--- src/hdl/ncl1_pkg.sv ---
`default_nettype none

package ncl1_pkg;

  // fixed field widths
  localparam int unsigned VAL_W      = 8;
  localparam int unsigned SUM_W      = 18;
  localparam int unsigned IMG_W      = 16;
  localparam int unsigned SLOT_W     = 4;
  localparam int unsigned POS_IN_W   = 10;
  localparam int unsigned CNT_REG_W  = 5;
  localparam int unsigned DIMS_REG_W = 11;
  localparam int unsigned CFG_DATA_W = 11;
  localparam int unsigned CFG_IDX_W  = 2;

  // default sizes of the centroid table
  localparam int unsigned DEF_MAX_CENTROIDS = 16;
  localparam int unsigned DEF_MAX_DIMS      = 1024;

  // register reset values
  localparam logic [CNT_REG_W-1:0]  COUNT_RESET = CNT_REG_W'(1);
  localparam logic [DIMS_REG_W-1:0] DIMS_RESET  = DIMS_REG_W'(784);

  // register indexes
  localparam logic [CFG_IDX_W-1:0] CFG_CENTROID_COUNT = CFG_IDX_W'(0);
  localparam logic [CFG_IDX_W-1:0] CFG_DIMS           = CFG_IDX_W'(1);

  // request kinds
  typedef enum logic {
    KIND_LOAD  = 1'b0,
    KIND_PIXEL = 1'b1
  } kind_e;

  // control handed to each accumulator lane
  typedef struct packed {
    logic adv;   // pixel leaves the accumulate stage
    logic en;    // lane is among the centroids in use
    logic last;  // pixel closes the image
  } acc_ctrl_t;

endpackage

`default_nettype wire

--- src/hdl/ncl1_argmin.sv ---
`default_nettype none

module ncl1_argmin import ncl1_pkg::*; #(
  parameter int unsigned NUM_CENT = DEF_MAX_CENTROIDS,
  parameter int unsigned CI_W     = 4,
  parameter int unsigned CNT_W    = 5
) (
  input  wire logic [SUM_W-1:0] sums_i [NUM_CENT],
  input  wire logic [CNT_W-1:0] count_i,
  output logic      [CI_W-1:0]  idx_o,
  output logic      [SUM_W-1:0] sum_o
);

  localparam int unsigned LEAVES = 1 << CI_W;
  localparam int unsigned NODES  = 2 * LEAVES - 1;

  // heap order: node n has children 2n+1 and 2n+2, leaves in index order
  logic             node_v [NODES];
  logic [SUM_W-1:0] node_s [NODES];
  logic [CI_W-1:0]  node_i [NODES];

  for (genvar k = 0; k < LEAVES; k++) begin : g_leaf
    if (k < NUM_CENT) begin : g_used
      assign node_v[LEAVES-1+k] = (32'(count_i) > k);
      assign node_s[LEAVES-1+k] = sums_i[k];
    end else begin : g_pad
      assign node_v[LEAVES-1+k] = 1'b0;
      assign node_s[LEAVES-1+k] = '0;
    end
    assign node_i[LEAVES-1+k] = CI_W'(k);
  end

  for (genvar n = 0; n < LEAVES - 1; n++) begin : g_node
    logic take_r;
    // right side only on a strictly smaller sum, so lower index wins ties
    assign take_r    = node_v[2*n+2] &&
                       (!node_v[2*n+1] || (node_s[2*n+2] < node_s[2*n+1]));
    assign node_v[n] = node_v[2*n+1] | node_v[2*n+2];
    assign node_s[n] = take_r ? node_s[2*n+2] : node_s[2*n+1];
    assign node_i[n] = take_r ? node_i[2*n+2] : node_i[2*n+1];
  end

  // leaf 0 is always in use, so the root is always valid
  assign idx_o = node_v[0] ? node_i[0] : '0;
  assign sum_o = node_s[0];

endmodule

`default_nettype wire
--- config.mk ---
export PLATFORM = sky130hd
export DESIGN_NAME = ncl1_argmin
export DESIGN_NICKNAME = d
export VERILOG_FILES = /design/src/hdl/ncl1_pkg.sv /design/src/hdl/ncl1_argmin.sv
export SDC_FILE = /design/constraint.sdc
export NUM_CORES = 1
export LEC_CHECK = 0
export ABC_AREA = 1
export BUFFER_PORTS_ARGS = -buffer_cell sky130_fd_sc_hd__buf_4
export CAP_MARGIN = 5
export CORE_ASPECT_RATIO = 0.8
export CORE_MARGIN = 5
export CORE_UTILIZATION = 59
export DETAILED_ROUTE_END_ITERATION = 10
export GPL_TIMING_DRIVEN = 0
export PLACE_DENSITY = 0.91
export SLEW_MARGIN = 20
export SYNTH_ARGS = -nofsm -noshare
export SYNTH_HDL_FRONTEND = slang
export SYNTH_SLANG_ARGS = --single-unit
--- constraint.sdc ---
create_clock -name vclk -period 32.1
set_input_delay 6.42 -clock vclk [all_inputs]
set_output_delay 6.42 -clock vclk [all_outputs]
set_load 0.05 [all_outputs]
==> results.yml <==
status:
  outcome: "complete, no violations"
timing:
  rsz0062_at_grt: "no"
  setup_viol: 0
  fmax_ghz: 0.0464
  slew_headroom: 0.547
  maxSlewViolCount: 0
  tightest_slew_ps: 672
  setup_tns_ps: 0
  hold_viol_final: 0
  fin_crit_sh: 0.672
  layout_min_cycle_time_ps: 21570
global_route:
  gr-total-overflow: 0
  grt_max_degree: 11
  grt_pass1_wl_mm: 53.5
  globalRouteTotalUtil: 0.345
  antenna_found_initial: 0
  grt_pass1_vias: 11700
cells_and_area:
  fin_area_mm2: 0.0121
  nets: 2560
  drive_above_1_share: 0.168
  antenna_cells: 0
  filler_cell_count: 1337
  seq_area_um2: 0
  multi_input_area_mm2: 0.00834
  layout_commonest_cell: "nand2_1"
  n_clock_buffer: 0
  area_growth_syn_to_layout_pct: 27.8
  mostFrequentLayoutCells: "nand2_1 (532), buf_4 (317), ha_1 (255), inv_1 (239), o21ai_0 (238)"
  nFlopsAndLatches: 0
logic_synthesis:
  syn_nets: 2243
  ys_seq_area_frac: 0
  avgSynthCellArea_um2: 5.59
  syn-instance-count: 1695
  synth_area_mm2: 0.00948
  ys_types: 36
  yosysWarningCount: 0
worst_hold_path:
  hp-class: "in -> out"
detailed_routing:
  routed_wirelength_mm: 34.3
  drc: 0
  dr_total_vias: 12600
  wl_per_cell_um: 15.4
  drt_iter0_markers: 1117
  drt-pass1-iter-count: 6
  ant_nets: 0
  viasPerCell: 5.66
setup_path:
  end_kind: "output port"
  cp_slowest_cell: "clkbuf_1"
  slowest_delay_ps: 380
  cp_common_cell: "nand2_1"
  critical_path_peak_fanout: 10
  critPathKind: "in -> out"
  cp-start-kind: "input port"
  required_ps: 25680
  cp.arrival_ps: 15150
power:
  internal_power_w: 0.000205
  p_sw_w: 0.000424
  p_sw_frac: 0.673
  p_clk_frac: 0
  pwr-share-seq: 0
  p_comb_frac: 1.000
  ir_worst_vdd_mv: 0.0427
  power_w: 0.000629
  p_leak_nw: 7.08
  pwr_density_cell_mw_per_mm2: 52.0
placed_design:
  dpl.hpwl_mm: 30.6
  placed_area_mm2: 0.0121
  gp_congestion: 0.996
  port-buffer-count: 315
clocking:
  post_cts_buffers: 0
  ctsHoldBuffers: 0
  cts_resized: 0
floorplan:
  core_mm2: 0.0157
  rows: 41
  io_pins: 315
  die_area_mm2: 0.0187
  die_h_um: 123
  die_x_um: 152
  initial_core_util: 0.602
run:
  drv_cap: 0
==> cells by family (layout without fill, tap and decap cells) <==
logic type                 count (synthesis)  after routing  synth area share
AOI/OAI and AO/OA                        413            413             0.231
adders and majority gates                255            255             0.337
buffers and inverters                    296            611             0.120
and+or+nand+nor                          731            731             0.312
==> power groups by stage <==
stage	sequential (W)	combinational, W	clock (W)
after global routing	0	0.000687	0
after global placement	0	0.000599	0
after floorplan	0	0.000421	0
after detailed placement	0	0.000616	0
after CTS	0	0.000618	0
final	0	0.000629	0
==> worst max-delay path: cells and delay by family <==
| family | cells | cell delay, ps |
|---|---|---|
| and+or+nand+nor | 28 | 4220 |
| buffers and inverters | 12 | 2340 |
| adders and majority gates | 4 | 1330 |
| AOI/OAI and AO/OA | 3 | 850 |
==> final cells by class <==
class,instances,share of cell area
buffer,50,0.0177
inverter,246,0.0762
multi-input combinational,1399,0.689
tap,215,0.0222
timing repair buffer,315,0.195
==> routing by layer <==
| layer | part of all wire | up-vias | global-route usage |
|---|---|---|---|
| met4 | 0.025 | 0 | 0.0802 |
| met2 | 0.44 | 665 | 0.580 |
| met1 | 0.42 | 5590 | 0.470 |
| li1 | - | 6279 | - |
| met5 | 0 | - | 0 |
| met3 | 0.12 | 69 | 0.0462 |
==> final timing paths <==
check	startpoint	end	slack (ps)	cells after the start
worst max-delay path	sums_i[269]	sum_o[10]	10530	47
worst min-delay path	count_i[3]	sum_o[17]	13600	7
==> through the flow <==
| step | hold WS, ps | cells | setup WS (ps) | util |
|---|---|---|---|---|
| floorplan | 13390 | 1695 | 12750 | - |
| global placement | 13570 | 2225 | 11020 | 0.769 |
| detailed placement | 13590 | 2225 | 10830 | 0.769 |
| CTS | 13590 | 2225 | 10790 | 0.769 |
| global route | 13650 | 2225 | 9760 | 0.769 |
| finish | 13600 | 2225 | 10530 | 0.769 |
==> cells in the mapped netlist, types with 6 or more instances <==
cell | count | area share
inv_1 | 239 | 0.095
nand2_1 | 532 | 0.21
nand3_1 | 55 | 0.029
nand4_1 | 21 | 0.014
nor2_1 | 93 | 0.037
clkbuf_1 | 40 | 0.016
o21ai_0 | 238 | 0.13
a21oi_1 | 134 | 0.071
a211oi_1 | 13 | 0.010
nor3_1 | 7 | 0.0037
o221ai_1 | 7 | 0.0065
ha_1 | 255 | 0.34
a21o_1 | 6 | 0.0048
No activity file was read; power rests on OpenSTA's default activity.
