File: config.mk
export PLATFORM = sky130hd
export DESIGN_NAME = ncl1_lane
export DESIGN_NICKNAME = d
export VERILOG_FILES = /design/src/hdl/ncl1_pkg.sv /design/src/hdl/ncl1_lane.sv
export SDC_FILE = /design/constraint.sdc
export NUM_CORES = 1
export LEC_CHECK = 0
export BUFFER_PORTS_ARGS = -buffer_cell sky130_fd_sc_hd__clkbuf_2
export CAP_MARGIN = 20
export CORE_AREA = 2 2 78 80
export CTS_BUF_LIST = sky130_fd_sc_hd__clkbuf_4 sky130_fd_sc_hd__clkbuf_8 sky130_fd_sc_hd__clkbuf_16
export DETAILED_ROUTE_END_ITERATION = 7
export DIE_AREA = 0 0 80 82
export PLACE_DENSITY = 0.69
export SLEW_MARGIN = 20
export SYNTH_ARGS = -nofsm -noshare
export SYNTH_HDL_FRONTEND = slang
export SYNTH_SLANG_ARGS = --single-unit
File: constraint.sdc
create_clock -name clk_i -period 10.7 [get_ports clk_i]
set_input_delay 0.535 -clock clk_i [delete_from_list [all_inputs] [get_ports clk_i]]
set_output_delay 0.535 -clock clk_i [all_outputs]
set_load 0.02 [all_outputs]
File: src/hdl/ncl1_pkg.sv
`default_nettype none

package ncl1_pkg;

  // fixed field widths
  localparam int unsigned VAL_W      = 8;
  localparam int unsigned SUM_W      = 18;
  localparam int unsigned IMG_W      = 16;
  localparam int unsigned SLOT_W     = 4;
  localparam int unsigned POS_IN_W   = 10;
  localparam int unsigned CNT_REG_W  = 5;
  localparam int unsigned DIMS_REG_W = 11;
  localparam int unsigned CFG_DATA_W = 11;
  localparam int unsigned CFG_IDX_W  = 2;

  // default sizes of the centroid table
  localparam int unsigned DEF_MAX_CENTROIDS = 16;
  localparam int unsigned DEF_MAX_DIMS      = 1024;

  // register reset values
  localparam logic [CNT_REG_W-1:0]  COUNT_RESET = CNT_REG_W'(1);
  localparam logic [DIMS_REG_W-1:0] DIMS_RESET  = DIMS_REG_W'(784);

  // register indexes
  localparam logic [CFG_IDX_W-1:0] CFG_CENTROID_COUNT = CFG_IDX_W'(0);
  localparam logic [CFG_IDX_W-1:0] CFG_DIMS           = CFG_IDX_W'(1);

  // request kinds
  typedef enum logic {
    KIND_LOAD  = 1'b0,
    KIND_PIXEL = 1'b1
  } kind_e;

  // control handed to each accumulator lane
  typedef struct packed {
    logic adv;   // pixel leaves the accumulate stage
    logic en;    // lane is among the centroids in use
    logic last;  // pixel closes the image
  } acc_ctrl_t;

endpackage

`default_nettype wire

File: src/hdl/ncl1_lane.sv
`default_nettype none

module ncl1_lane import ncl1_pkg::*; (
  input  wire logic             clk_i,
  input  wire logic             rst_ni,
  input  wire acc_ctrl_t        ctrl_i,
  input  wire logic [VAL_W-1:0] pixel_i,
  input  wire logic [VAL_W-1:0] elem_i,
  output logic      [SUM_W-1:0] fin_o
);

  logic [SUM_W-1:0] sum_q, sum_d;
  logic [VAL_W-1:0] diff;
  logic [SUM_W:0]   sum_full;

  always_comb begin
    diff     = (pixel_i >= elem_i) ? (pixel_i - elem_i) : (elem_i - pixel_i);
    sum_full = {1'b0, sum_q} + (ctrl_i.en ? (SUM_W+1)'(diff) : '0);
    // saturate at the top of the sum range
    fin_o    = sum_full[SUM_W] ? '1 : sum_full[SUM_W-1:0];
    sum_d    = ctrl_i.last ? '0 : fin_o;
  end

  always_ff @(posedge clk_i or negedge rst_ni) begin
    if (!rst_ni) begin
      sum_q <= '0;
    end else if (ctrl_i.adv) begin
      sum_q <= sum_d;
    end
  end

endmodule

`default_nettype wire

==> results.md, run 1 <==
* # DRC at 0
* Clock power frac at 0.167
* Gate power share at 0.575
* Pleak at around 1.3 nW
* Design area at 2460 µm²
* CP endpoint kind: output pin
* Io pins at 39
* Worst min path class: input port to asynchronous set/reset pin
* Sum Neg Setup Slack at 0 ps
* Fmax at ~180 MHz
* Synth top cells by count: inv_1 (25), ha_1 (23), a21oi_1 (20)
* Quantity of hold-fixing buffers added after cts at 0
* Vias/cell at 5.47
* Max-cap viol count at 0
* Die area at between 6000 and 7000 µm²
* Final Non-Filler Cells at 373
* Fin nets at about 350
* Clock Path Buffers at 2
* Biggest regs: sum_q (18)
* Rel. slew slack at 0.484
* Setup slack after layout at approximately 5200 ps
* 1st-iter DRT viols at 58
* Fin crit period at ~5500 ps
* Routability Congestion at approximately 0.84
* Die height at a little over 80 µm
* CTS tree: built
* Core ar. at between 5000 and 6000 µm²
* R2R depth at 8
* Final period util at 0.509
* Hold Worst Slack at roughly 230 ps
* Vias in the first global route at between 1,500 and 2,000
* Synth Register Bits at 18
* Req. time, crit path at 10,170 ps
* GRT Total Usage at 0.157
* Post-CTS Setup Inserts at 0
* Ys async rst share at 1.00
* Layout Skew at around 2.5 ps
* DRT Pass-1 Iters at 4
* DPL Wire Length at 3910 µm
* Total number of vias at around 2,000
* Reg power frac at 0.257
* Clock transition at the registers of the reported paths at 70 ps
* Startpoint Class: input port
* Area post-placement at 2400 µm²
* Fin util at 0.428
* Post-synth EDFFs at 0
* Final setup vio count at 0
* Layout cell share with drive strength beyond 1 at 0.191
* Antenna Diode Count at 0
* Hold Vio Cnt, Final at 0
* Mapped Cells at 270
* Synth top area share at 0.206
* Drt wl/cell at 13.8 µm
* Peak supply drop at around 90 µV
* Syn nets at around 320
* Net Sw Frac at 0.432
* CTS resizes at 0
* Max reg flops at 18
* Yosys warning count at 0
* CP arrival at approximately 4900 ps
* Top post-synthesis cells by area: dfrtp_1 (21%), ha_1 (13%), mux2i_1 (5.9%)
* Status: finished clean
* Netlist cell types at between 50 and 60
* Cell taking the most area after synthesis: dfrtp_1
* Internal power at between 150 and 200 µW
* Cell row count at 28
* Starting density of the core at 0.381
* Sequential-to-total area share from yosys stat at 0.206
* First-pass GRT wire length at 8370 µm
* Antenna-violating nets left at 0
* Initial antenna violation count at 0
* Most frequent cell after synthesis: inv_1
* Placed cell count at roughly 370
* Worst-path fanout max at 14
* Net Switching at between 100 and 150 µW
* Chip Width at about 80 µm
* Remaining Overflow, GRT at 0
* Unrepaired setup endpoints after global routing: no
* TritonCTS Sinks at 18
* Drt total wl at between 5000 and 6000 µm
* CTS buffer count at 3
* Port bufs at 38
* Pin count of the biggest net entering global routing at 21
* Top reg by flops: sum_q
* H-tree depth at 1
* Post-Syn Area at ~2200 µm²
* Critical Setup Path Class: input port to output pin
* Total power draw at 341 µW
* Clk Latency, worst-skew pair at between 200 and 300 ps
* Layout Area Growth over Synthesis at 12.4%
* Worst-margin pin slew at 771 ps
* Count of pins over their slew limit at 0
* Dominant synthesized flop cell: dfrtp_1
* Clk root buf: clkbuf_8
* PD cells at ~140 nW/µm²
* Avg Cell Area, Syn at ~8.1 µm²
* Setup WS pre-CTS at 4850 ps
[kinds of logic (layout without fill, tap and decap cells)]
logic type,Yosys count,in the layout,synth area share
AOI/OAI and AO/OA,76,76,0.230
xor gates and xnor gates,7,7,0.0280
adders and majority gates,26,26,0.159
buffers and inverters,40,68,0.0789
DFF,18,18,0.206
muxes,18,18,0.0852
and+or+nand+nor,85,85,0.213
[final cells by class]
class | instances | area (µm²)
Clock buffer | 4 | 55.1
Fill cell | 614 | 3290
Inverter | 26 | 97.6
Multi-Input combinational cell | 212 | 1570
Sequential cell | 18 | 450
Tap cell | 75 | 93.8
Timing Repair Buffer | 38 | 190
[power groups by stage]
stage	combinational (mW)	clock [mW]	sequential, mW
final	0.196	0.0570	0.0877
after global routing	0.214	0.0618	0.0891
after CTS	0.195	0.0593	0.0873
after detailed placement	0.194	0	0.0887
after global placement	0.192	0	0.0884
after floorplan	0.154	0	0.0845
[critical path, cell delays in order]
cell and delay (ps):
clkbuf_2 90, inv_1 50, ha_1 160, inv_1 50
fa_1 370, nand3_1 90, nand3_1 110, a41oi_2 590
mux2_2 400, a221oi_1 280, mux2i_1 130, ha_1 400
nand4_1 170, inv_1 80, a221o_1 360, nand3_1 500
nand2b_1 310, clkbuf_2 210
[layout by cell type (no fill, tap or decap), types with 4 or more instances in the layout]
master	count
a21o_1	7
a21oi_1	20
a22o_1	8
a31oi_1	5
and2_1	6
and3_1	4
clkbuf_2	38
clkbuf_8	4
dfrtp_1	18
ha_1	23
inv_1	25
mux2_2	5
mux2i_1	13
nand2_1	17
nand2b_1	8
nand3_1	10
nor2_1	11
nor3_1	4
o21ai_0	15
xnor2_1	4
[final timing paths]
kind                                            from                     to  slack, ps
worst max-delay path                      pixel_i[0]               fin_o[1]       5250
worst min-delay path                          rst_ni  sum_q[14]$_DFFE_PN0P_        230
worst max register to register  sum_q[0]$_DFFE_PN0P_   sum_q[5]$_DFFE_PN0P_       7760
worst min register to register  sum_q[0]$_DFFE_PN0P_   sum_q[0]$_DFFE_PN0P_        520
max in group asynchronous                     rst_ni   sum_q[5]$_DFFE_PN0P_      10130
min in group clk_i              sum_q[0]$_DFFE_PN0P_   sum_q[0]$_DFFE_PN0P_        520
[per-layer routing]
layer	routed length (µm)	up-vias	track usage
met4	47	0	0.0424
met3	134	5	0.00659
li1	-	1030	-
met1	2510	961	0.211
met5	0	-	0
met2	2440	43	0.275
Power figures use the tool's default switching activity.
==> run 2, diff against run 1 <==
--- a/config.mk
+++ b/config.mk
@@ -11,7 +11,7 @@
 export CTS_BUF_LIST = sky130_fd_sc_hd__clkbuf_4 sky130_fd_sc_hd__clkbuf_8 sky130_fd_sc_hd__clkbuf_16
 export DETAILED_ROUTE_END_ITERATION = 7
 export DIE_AREA = 0 0 80 82
-export PLACE_DENSITY = 0.69
+export PLACE_DENSITY = 0.72
 export SLEW_MARGIN = 20
 export SYNTH_ARGS = -nofsm -noshare
 export SYNTH_HDL_FRONTEND = slang
==> constraint.sdc (replaced) <==
create_clock -name clk_i -period 4.9 [get_ports clk_i]
set_input_delay 0.245 -clock clk_i [delete_from_list [all_inputs] [get_ports clk_i]]
set_output_delay 0.245 -clock clk_i [all_outputs]
set_load 0.02 [all_outputs]
==> run 2 against run 1 <==
Clock skew down 1.4 ps. Register-to-register slack got worse by 5700 ps. Clock power grew 81%. Sequential cell count unchanged. Total power up 110%. Wire length shrank 3.7%. Cell count increased by 0.27%. Combinational power increased by 120%. Sequential share of layout area is essentially flat. Critical path depth increased by 1. Largest cell class unchanged.
==> results.md, run 2 (synthesis results as in run 1) <==
* Req. time, crit path at 4660 ps (-5510 ps)
* Total power draw at 719 µW (+110%)
* Hold Path Origin: ctrl_i[0]
* Leading cell type in the layout, fill and taps excluded: clkbuf_2
* Layout cell share with drive strength beyond 1 at 0.191 (-0.000640)
* Vias in the first global route at 1,753 (-5.6%)
* R2R depth at 8 (unchanged)
* CTS buffer count at 3 (unchanged)
* Hold Vio Cnt, Final at 0 (unchanged)
* Starting density of the core at 0.381 (unchanged)
* Biggest regs: sum_q (18)
* Crit-path cells: clkbuf_2, inv_1, ha_1, inv_1, fa_1, nand3_1, nand3_1, a41oi_1, buf_4, mux2_2, a221oi_1, mux2i_1, ha_1, nand4_1, inv_1, a221o_1, and3_4, or3_4, clkbuf_2
* PD cells at 292 nW/µm² (+110%)
* 1st-iter DRT viols at 70 (+21%)
* Clock power frac at 0.144 (-0.023)
* Layout Area Growth over Synthesis at 12.5% (about the same)
* CP endpoint kind: output pin
* Clock Path Buffers at 2 (unchanged)
* Sum Neg Setup Slack at 0 ps (unchanged)
* Met3 usage at 0.0187 (+0.0121)
* Io pins at 39 (unchanged)
* Chip Width at 80 µm (unchanged)
* Fmax at between 200 and 250 MHz
* DRT Pass-1 Iters at 4 (unchanged)
* H-tree depth at 1 (unchanged)
* CTS tree: built
* Busiest grt layer: met2
* Total number of vias at 2,019 (-0.98%)
* Max-cap viol count at 0 (unchanged)
* Peak supply drop at 167 µV (+82%)
* Cell family with most CP delay: simple AND/OR/NAND/NOR gates
* Fill cells at 579 (-5.7%)
* Count of pins over their slew limit at 0 (unchanged)
* R2r endpoint: sum_q[6]$_DFFE_PN0P_
* Most frequent cells in the layout: clkbuf_2 (38), inv_1 (25), ha_1 (23)
* Net Switching at 312 µW (+110%)
* Crit-path max cell delay at 470 ps (-120 ps)
* Antenna-violating nets left at 0 (unchanged)
* FF-to-FF Start: sum_q[0]$_DFFE_PN0P_
* Unrepaired setup endpoints after global routing: no
* Buf+Inv Stages, Crit Path at 6 (+1)
* GRT Total Usage at 0.150 (-0.00619)
* Most frequent CP cell: inv_1
* Net Sw Frac at 0.434 (+0.00240)
* Max reg flops at 18 (unchanged)
* Worst-path fanout max at 11 (-3)
* Antenna Diode Count at 0 (unchanged)
* Fin crit period at about 4600 ps
* Clk Latency, worst-skew pair at 250 ps (about the same)
* Worst min path class: input port to flip-flop
* Startpoint Class: input port
* DPL Wire Length at 3820 µm (-2.4%)
* Clk root buf: clkbuf_8
* Remaining Overflow, GRT at 0 (unchanged)
* # DRC at 0 (unchanged)
* TritonCTS Sinks at 18 (unchanged)
* Layout Skew at 1.13 ps (-1.40 ps)
* Reg-to-reg slack, setup at 2080 ps (-5680 ps)
* Top reg by flops: sum_q
* Die height at 82 µm (unchanged)
* Pleak at 1.30 nW (+0.10%)
* Fin nets at 348 (+0.58%)
* CP arrival at 4330 ps (-590 ps)
* Hold depth at 3
* GR Util met2 at 0.253 (-0.0225)
* Core ar. at 5750 µm² (unchanged)
* Reg power frac at 0.265 (+0.008)
* Drt total wl at 4940 µm (-3.7%)
* Port bufs at 38 (unchanged)
* Vias/cell at 5.40 (-1.2%)
* First-pass GRT wire length at 7960 µm (-4.9%)
* Drt wl/cell at 13.2 µm (-4.0%)
* Final period util at 0.934
* Initial antenna violation count at 0 (unchanged)
* Clock transition at the registers of the reported paths at 70 ps (about the same)
* Internal power at 407 µW (+110%)
* Critical Setup Path Class: input port to output pin
* Final setup vio count at 0 (unchanged)
* Critical-path top delay cell: a221o_1
* Rel. slew slack at 0.479 (-0.00586)
* Pin count of the biggest net entering global routing at 21 (unchanged)
* Status: finished clean
* Hold EP: sum_q[16]$_DFFE_PN0P_
* Gate power share at 0.591 (+0.016)
* Cell row count at 28 (unchanged)
* Die area at 6560 µm² (unchanged)
* Routability Congestion at 0.910 (+7.9%)
* Met1 Use GR at 0.201 (-0.00979)
* Worst-margin pin slew at 779 ps (+8.76 ps)
run 2: changes by cell type in the layout (fill, tap and decap cells not counted), sizes merged:
cell	previous run	this run
buf	0	1
clkbuf	42	41
dlygate4sd3	0	1
run 2: how the worst max path moves through the flow:
| stage | start | to | slack, ps | cells after the start |
|---|---|---|---|---|
| after floorplan | pixel_i[0] | fin_o[16] | 570 | 21 |
| after global placement | pixel_i[0] | fin_o[5] | 350 | 18 |
| after detailed placement | pixel_i[0] | fin_o[5] | 250 | 19 |
| after CTS | pixel_i[0] | fin_o[5] | 250 | 19 |
| after global routing | pixel_i[0] | fin_o[6] | 90 | 19 |
| final | pixel_i[0] | fin_o[6] | 320 | 19 |
run 2: worst register-to-register path: stages, from the launching register on:
cell and delay, ps:
dfrtp_1 390, ha_1 220, fa_1 410, a21o_1 200
a21o_1 210, a221o_1 450, and3_4 240, or3_4 390
a22o_1 190
run 2: area by class of cell:
cell class,instances,area [µm²],share of cell area
Multi-Input combinational cell,212,1570,0.638
Sequential cell,18,450,0.183
Timing Repair Buffer,40,208,0.0844
Inverter,26,97.6,0.0397
Tap cell,75,93.8,0.0381
Clock buffer,3,41.3,0.0168
run 2: metrics by stage:
step                 util  area, µm²  setup WS (ps)  hold slack (ps)  cells
finish              0.428       2460            324              404    374
global route        0.428       2460           92.7              415    374
CTS                 0.427       2460            251              398    374
detailed placement  0.419       2400            251              221    370
global placement    0.419       2400            352              224    370
floorplan               -       2190            572            -50.6    270
run 2: power by group through the flow:
stage	clock, mW	combinational [mW]	sequential [mW]
2_1_floorplan	0	0.335	0.184
3_3_place_gp	0	0.419	0.192
3_5_place_dp	0	0.424	0.193
4_1_cts	0.108	0.427	0.190
5_1_grt	0.113	0.469	0.194
6_report	0.103	0.425	0.191
run 2: what timing repair did:
action | in CTS | in global routing
buffers inserted | 0 | 0
gates resized for setup | 0 | 1
hold buffers | 1 | 0
endpoints found under the setup margin | 0 | 4
hold endpoints to repair | 18 | 0
run 2: routing by layer:
| metal | up-vias | wire length, µm |
|---|---|---|
| met1 | 938 | 2320 |
| li1 | 1025 | - |
| met5 | - | 0 |
| met3 | 4 | 272 |
| met4 | 0 | 46 |
| met2 | 52 | 2300 |
